<file path="src/rtl/ocb_pkg.sv">
`default_nettype none
// ----------------------------------------------------------------------------
// ocb_pkg: shared types and constants for the obstacle cost map binner
// Field widths, request kinds, cell levels, register indexes and defaults.
// ----------------------------------------------------------------------------
package ocb_pkg;

    localparam int COORD_W      = 16;
    localparam int GRID_DIM_W   = 9;
    localparam int CELL_SIZE_W  = 10;
    localparam int COST_W       = 8;
    localparam int CFG_IDX_W    = 3;
    localparam int CFG_DATA_W   = 16;

    localparam int DEF_MAX_WIDTH    = 256;
    localparam int DEF_MAX_HEIGHT   = 256;
    localparam int DEF_FREE_COST    = 0;
    localparam int DEF_WARN_COST    = 128;
    localparam int DEF_LETHAL_COST  = 254;
    localparam int DEF_UNKNOWN_COST = 255;

    typedef logic [1:0] kind_t;
    localparam kind_t KIND_CLEAR = 2'd0;
    localparam kind_t KIND_POINT = 2'd1;
    localparam kind_t KIND_QUERY = 2'd2;

    typedef logic [1:0] level_t;
    localparam level_t LVL_FREE   = 2'd0;
    localparam level_t LVL_WARN   = 2'd1;
    localparam level_t LVL_LETHAL = 2'd2;

    typedef logic [CFG_IDX_W-1:0] reg_idx_t;
    localparam reg_idx_t REG_GRID_WIDTH  = 3'd0;
    localparam reg_idx_t REG_GRID_HEIGHT = 3'd1;
    localparam reg_idx_t REG_CELL_SIZE   = 3'd2;
    localparam reg_idx_t REG_ORIGIN_X    = 3'd3;
    localparam reg_idx_t REG_ORIGIN_Y    = 3'd4;
    localparam reg_idx_t REG_LETHAL_H    = 3'd5;
    localparam reg_idx_t REG_WARN_H      = 3'd6;

    // magnitude of a 17-bit offset; the range of two 16-bit operands fits 16 bits
    function automatic logic [COORD_W-1:0] offset_mag(input logic signed [COORD_W:0] v);
        logic signed [COORD_W:0] neg;
        neg = -v;
        return v[COORD_W] ? neg[COORD_W-1:0] : v[COORD_W-1:0];
    endfunction

    function automatic logic in_grid(input logic [COORD_W-1:0] q,
                                     input logic [GRID_DIM_W-1:0] dim,
                                     input logic [COORD_W-1:0] max_dim);
        return (q < COORD_W'(dim)) && (q < max_dim);
    endfunction

endpackage
`default_nettype wire

</file>
<file path="src/rtl/ocb_divider.sv">
`default_nettype none
// ----------------------------------------------------------------------------
// ocb_divider: restoring unsigned divider, one quotient bit per cycle
// 16-bit dividend by 10-bit divisor; done pulses for one cycle at the end.
// ----------------------------------------------------------------------------
module ocb_divider (
    input  wire logic                               clk,
    input  wire logic                               rst_n,
    input  wire logic                               start,
    input  wire logic [ocb_pkg::COORD_W-1:0]        dividend,
    input  wire logic [ocb_pkg::CELL_SIZE_W-1:0]    divisor,
    output logic                                    done,
    output logic [ocb_pkg::COORD_W-1:0]             quotient
);
    import ocb_pkg::*;

    localparam int CNT_W = $clog2(COORD_W + 1);

    logic                   busy_reg;
    logic                   done_reg;
    logic [CNT_W-1:0]       cnt_reg;
    logic [COORD_W-1:0]     quo_reg;
    logic [CELL_SIZE_W-1:0] rem_reg;
    logic [CELL_SIZE_W-1:0] div_reg;

    logic [CELL_SIZE_W:0]   rem_shift;
    logic [CELL_SIZE_W:0]   rem_sub;
    logic                   fits;

    assign rem_shift = {rem_reg, quo_reg[COORD_W-1]};
    assign rem_sub   = rem_shift - {1'b0, div_reg};
    assign fits      = rem_shift >= {1'b0, div_reg};

    always_ff @(posedge clk or negedge rst_n)
    begin
        if (!rst_n)
        begin
            busy_reg <= 1'b0;
            done_reg <= 1'b0;
            cnt_reg  <= '0;
        end
        else if (start)
        begin
            busy_reg <= 1'b1;
            done_reg <= 1'b0;
            cnt_reg  <= CNT_W'(COORD_W);
        end
        else if (busy_reg)
        begin
            cnt_reg <= cnt_reg - 1'b1;
            if (cnt_reg == CNT_W'(1))
            begin
                busy_reg <= 1'b0;
                done_reg <= 1'b1;
            end
        end
        else
        begin
            done_reg <= 1'b0;
        end
    end

    always_ff @(posedge clk)
    begin
        if (start)
        begin
            quo_reg <= dividend;
            rem_reg <= '0;
            div_reg <= divisor;
        end
        else if (busy_reg)
        begin
            quo_reg <= {quo_reg[COORD_W-2:0], fits};
            rem_reg <= fits ? rem_sub[CELL_SIZE_W-1:0] : rem_shift[CELL_SIZE_W-1:0];
        end
    end

    assign done     = done_reg;
    assign quotient = quo_reg;

endmodule
`default_nettype wire

</file>
<file path="config.mk">
export PLATFORM = sky130hd
export DESIGN_NAME = ocb_divider
export DESIGN_NICKNAME = d
export VERILOG_FILES = /design/src/rtl/ocb_pkg.sv /design/src/rtl/ocb_divider.sv
export SDC_FILE = /design/constraint.sdc
export NUM_CORES = 1
export LEC_CHECK = 0
export ABC_CLOCK_PERIOD_IN_PS = 2770
export BUFFER_PORTS_ARGS = -buffer_cell sky130_fd_sc_hd__buf_2
export CORE_MARGIN = 5
export CORE_UTILIZATION = 54
export DETAILED_ROUTE_END_ITERATION = 12
export GPL_TIMING_DRIVEN = 0
export PLACE_DENSITY = 0.82
export REMOVE_ABC_BUFFERS = 1
export SETUP_SLACK_MARGIN = 0.4
export SYNTH_ARGS = -nofsm -noshare
export SYNTH_HDL_FRONTEND = slang
export SYNTH_SLANG_ARGS = --single-unit
export TNS_END_PERCENT = 1
</file>
<file path="constraint.sdc">
create_clock -name clk -period 2.77 [get_ports clk]
set_input_delay 0.1385 -clock clk [delete_from_list [all_inputs] [get_ports clk]]
set_output_delay 0.1385 -clock clk [all_outputs]
set_load 0.01 [all_outputs]
</file>
# Word-level counts from Yosys, hierarchy flattened
# Index checks and enable logic that the tools add are counted.
dict set report word_totals {
  register_bits 43
  input_bits 29
  out_inout_bits 17
  elab_cells 23
}
dict set report classes {
  n_addsub 2
  order_cmp 1
  eq_ne 2
  muxes 11
  reduce_logical 1
}
# cell n
set op_table {}
lappend op_table {{16-bit 2-to-1 mux} 2}
lappend op_table {{11-bit by 10-bit >= comparator with 1-bit output} 1}
lappend op_table {{10-bit 2-to-1 mux} 1}
lappend op_table {{5-bit 2-to-1 mux} 2}
lappend op_table {{10-bit subtractor} 1}
lappend op_table {{1-bit 2-to-1 mux} 6}
lappend op_table {{5-bit by 1-bit == test with 1-bit output, second input constant} 1}
lappend op_table {{5-bit by 1-bit subtractor with 5-bit output, second input constant} 1}
lappend op_table {{3-bit by 2-bit != test with 1-bit output, second input constant} 1}
lappend op_table {{2-bit nonzero test} 1}

# Longest topological paths before layout
dict set report logic_depth {
  ltp_word 4
  mapped_depth 10
  depth_no_buf 10
}

# Worst setup path before layout
# Ideal clock, no wire load.
dict set report synth_timing {
  path_kind {reg-to-reg}
  startpoint {register quo_reg[15] (netlist: quotient[15])}
  endpoint {register rem_reg[8]}
  arrival_time_ps 2132
  t_required_ps 2684
  setup_slack_ps 553
  stages_incl_launch_ff 11
  synth_period_minus_slack_ps 2217
  cell_sequence {edfxtp_1 > inv_1 > ha_1 > inv_1 > fa_1 > a211oi_1 > nor3b_1 > a41oi_1 > xnor2_1 > mux2i_1 > a211oi_1}
}
dict set report synth_via {
  elab_chain_cells 2
  elab_cells_between_ends 3
}
# item line
set synth_rtl {}
lappend synth_rtl {{from (decl)} ocb_divider.sv:22} ;# logic [COORD_W-1:0] quo_reg;
lappend synth_rtl {{from (signal assigned)} ocb_divider.sv:67} ;# quo_reg <= dividend;
lappend synth_rtl {{from (signal assigned)} ocb_divider.sv:73} ;# quo_reg <= {quo_reg[COORD_W-2:0], fits};
lappend synth_rtl {{10-bit subtractor / 11-bit by 10-bit >= comparator with 1-bit output (equally long branches)} {ocb_divider.sv:31, ocb_divider.sv:32}}
lappend synth_rtl {{10-bit 2-to-1 mux *} ocb_divider.sv:74} ;# rem_reg <= fits ? rem_sub[CELL_SIZE_W-1:0] : rem_shift[CELL_SIZE_W-1:0];
lappend synth_rtl {{to (signal assigned)} ocb_divider.sv:74}
lappend synth_rtl {{to (decl)} ocb_divider.sv:23} ;# logic [CELL_SIZE_W-1:0] rem_reg;
# Mark *: on every way between the ends. The rest lies on a longest branch, timed or not.
# A chain may end at the register's enable or synchronous reset.

# Final worst setup path
# Same ends and word-level chain as after synthesis.

==> metrics.md <==
| Metric | Value |
|---|---|
| CTS HTree Levels | 2 |
| Total Wirelength | 4317 um |
| RR Endpoint | rem_reg[8]$_SDFFE_PP0P_ |
| Outcome | finished clean |
| Post-synth ARST share | 16.28% |
| CTS buffer count | 5 |
| Nets | 285 |
| Placed cell areas | 2486 um2 |
| Die area | 5487 um2 |
| Io pins | 46 |
| Initial antenna violation count | 0 |
| Min Tclk post-route | 2.248 ns |
| First-pass GRT wire length | 7438 um |
| GPL Wtd Cong | 0.8402 |
| Setup crit end kind | register |
| Max reg flops | 16 |
| Power Dens Cells | 851.5 nW/um2 |
| Worst path depth | 10 |
| Clk sink count | 43 |
| Max-cap violations | 0 |
| Worst Reg-to-Reg Cells | 10 |
| Core box area | 4000 um2 |
| Synthesis Warnings | 0 |
| Via density per instance | 5.347 |
| Grt met2 use | 27.66% |
| Final setup viols | 0 |
| HPWL after DPL | 3022 um |
| Worst hold path depth | 1 |
| Seq/Total Area, Yosys | 52.14% |
| Cells after DPL | 275 |
| CP Cell Sequence | inv_2 > ha_1 > inv_1 > fa_2 > a211oi_2 > nor3b_2 > a41oi_1 > xnor2_1 > mux2i_1 > a211oi_1 |
| Post-DRT Antenna Nets | 0 |
| Tcrit/Tclk final | 81.14% |
| Rel. slew slack | 45.64% |
| Largest net degree at the start of global routing | 41 |
| Synthesis-to-finish area growth | 22.80% |
| Vias in the first global route | 1611 |
| Finished Cell Area | 2723 um2 |
| Syn avg cell area | 11.98 um2 |
| Synth Flop Type | edfxtp_1 |
| Synthesized area | 2217 um2 |
| Commonest non-fill, non-tap cell in the layout | buf_2 |
| CTS tree | yes |
| Unrepaired setup endpoints after global routing | false |
| Die H | 74.08 um |
| CP required | 2.98 ns |
| Clk_lat worst skew | 0.30 ns |
| Setup crit end | rem_reg[8]$_SDFFE_PP0P_ |
| I/O Buffers | 45 |
| Critical Path Start Type | register |
| Final Hold Viols | 0 |
| Worst-path fanout max | 3 |
| Setup Skew | 0.009592 ns |
| Distinct cells, synth | 39 |
| Mean routed wirelength per cell | 14.68 um |
| Worst-path clk slew | 0.09 ns |
| Setup tns final | 0 ns |
| # rows | 23 |
| R2R setup slack | 0.52 ns |
| Slew Limit Fails | 0 |
| TritonRoute pass-1 iters | 4 |
| GR peak layer | met2 |
| Kind of cell adding the most delay to the critical path | compound AO/OA/AOI/OAI gates |
| Buf+Inv Stages, Crit Path | 2 |
| Critical Path AT | 2.46 ns |
| Slowest CP cell | edfxtp_1 |
| Deepest clock path buffer count | 2 |
| Worst flop-to-flop path startpoint | quotient[15]$_DFFE_PP_ |
| Util after Layout | 68.06% |
| Grt ovf | 0 |
| Die width | 74.08 um |
| DR vias | 1572 |
| Most frequent cells in the layout | 45 x buf_2, 26 x edfxtp_1, 17 x nor2_1 |
| Met1 global-route usage | 23.06% |
| Worst path max stage delay | 0.42 ns |
| Met3 GRT Util | 6.486% |
| HP Class | input port to register |
| Drt initial violations | 91 |
| Initial Util | 55.43% |
| Total Power | 2.318 mW |
| #FFs+latches synth | 43 |
| Worst VDD drop | 0.3837 mV |
| # DRC | 0 |
| Crit. Startpoint | quotient[15]$_DFFE_PP_ |
| Worst Max-Slew Pin Slew | 0.8154 ns |
| Total GRT Usage | 17.89% |
| Setup Crit Path Kind | register to register |
| Fmax | 444.9 MHz |
| Number of enable flip-flop cells after synthesis | 26 |
| Synth Instances | 185 |
| CTS root buf | clkbuf_8 |
| Filler Cells Inserted | 304 |
| Layout cell share with drive strength beyond 1 | 33.20% |
| Non-filler instance count after layout | 294 |
| Leakage | 1.164 nW |
| ANT cells | 0 |
-- cells by family (layout without fill, tap and decap cells) --
kind of cell | after synthesis | in the layout | share of synthesized area [%]
flip-flops | 43 | 43 | 52.14
XOR/XNOR | 10 | 10 | 3.950
multiplexers | 23 | 23 | 11.51
AO/OA/AOI/OAI | 32 | 32 | 10.84
buffers and inverters | 21 | 80 | 3.555
AND/OR/NAND/NOR | 43 | 43 | 10.33
adder cells (fa/ha/maj) | 13 | 13 | 7.675
-- what timing repair did --
item                       in CTS  in global routing
hold buffers                    5                  5
setup buffers                   0                  1
pin swaps                       0                  3
hold endpoints to repair       11                  5
resized for setup               1                  5
setup endpoints to repair       2                  2
-- routing by layer --
layer	up-vias	routed length (um)
li1	787	-
met1	738	1877
met2	40	2094
met3	7	281
met4	0	63
met5	-	0
-- power by group --
| part | total, mW | internal, mW | switching (mW) |
|---|---|---|---|
| clock network | 0.496 | 0.269 | 0.227 |
| registers | 0.956 | 0.837 | 0.119 |
| logic | 0.867 | 0.419 | 0.448 |
-- through the flow --
stage,setup slack (ns),hold slack [ns]
2_1_floorplan,0.5525,-0.1571
3_3_place_gp,0.4275,-0.02429
3_5_place_dp,0.3802,-0.01799
4_1_cts,0.4301,0.0004630
5_1_grt,0.4153,0.007100
6_report,0.5223,0.01381
-- worst min path at each step --
stage,startpoint,to
detailed placement,rst_n,cnt_reg[0]$_DFFE_PN0P_
CTS,divisor[7],div_reg[7]$_DFFE_PP_
global placement,rst_n,cnt_reg[0]$_DFFE_PN0P_
finish,divisor[9],div_reg[9]$_DFFE_PP_
floorplan,rst_n,busy_reg$_DFF_PN0_
global route,divisor[9],div_reg[9]$_DFFE_PP_
-- synthesized netlist by cell type (2+ instances only) --
master	count	area share, %
xnor2_1	6	2.4
edfxtp_1	26	35
inv_1	16	2.7
mux2i_1	6	2.7
nor2b_1	2	0.56
nand2b_1	3	0.85
nor3_1	2	0.45
xor2_1	4	1.6
nor3b_1	2	0.68
a41oi_1	2	0.79
ha_1	12	6.8
dfrtp_1	7	7.9
a21o_1	2	0.68
o21ai_0	6	1.4
nor2_1	17	2.9
clkbuf_1	4	0.68
dfxtp_1	10	9.0
nand3_1	3	0.68
a211oi_1	7	2.4
mux2_2	16	8.1
a21oi_1	6	1.4
nand2_1	9	1.5
-- cell type report --
class,instances,area [um2],area share (%)
Multi-Input combinational cell,121,999.7,36.72
Timing Repair Buffer,56,332.8,12.22
Sequential cell,43,1156,42.46
Tap cell,50,62.56,2.298
Inverter,16,60.06,2.206
Clock buffer,5,68.82,2.528
Clock inverter,3,42.54,1.563
No activity file was read; power rests on OpenSTA's default activity.
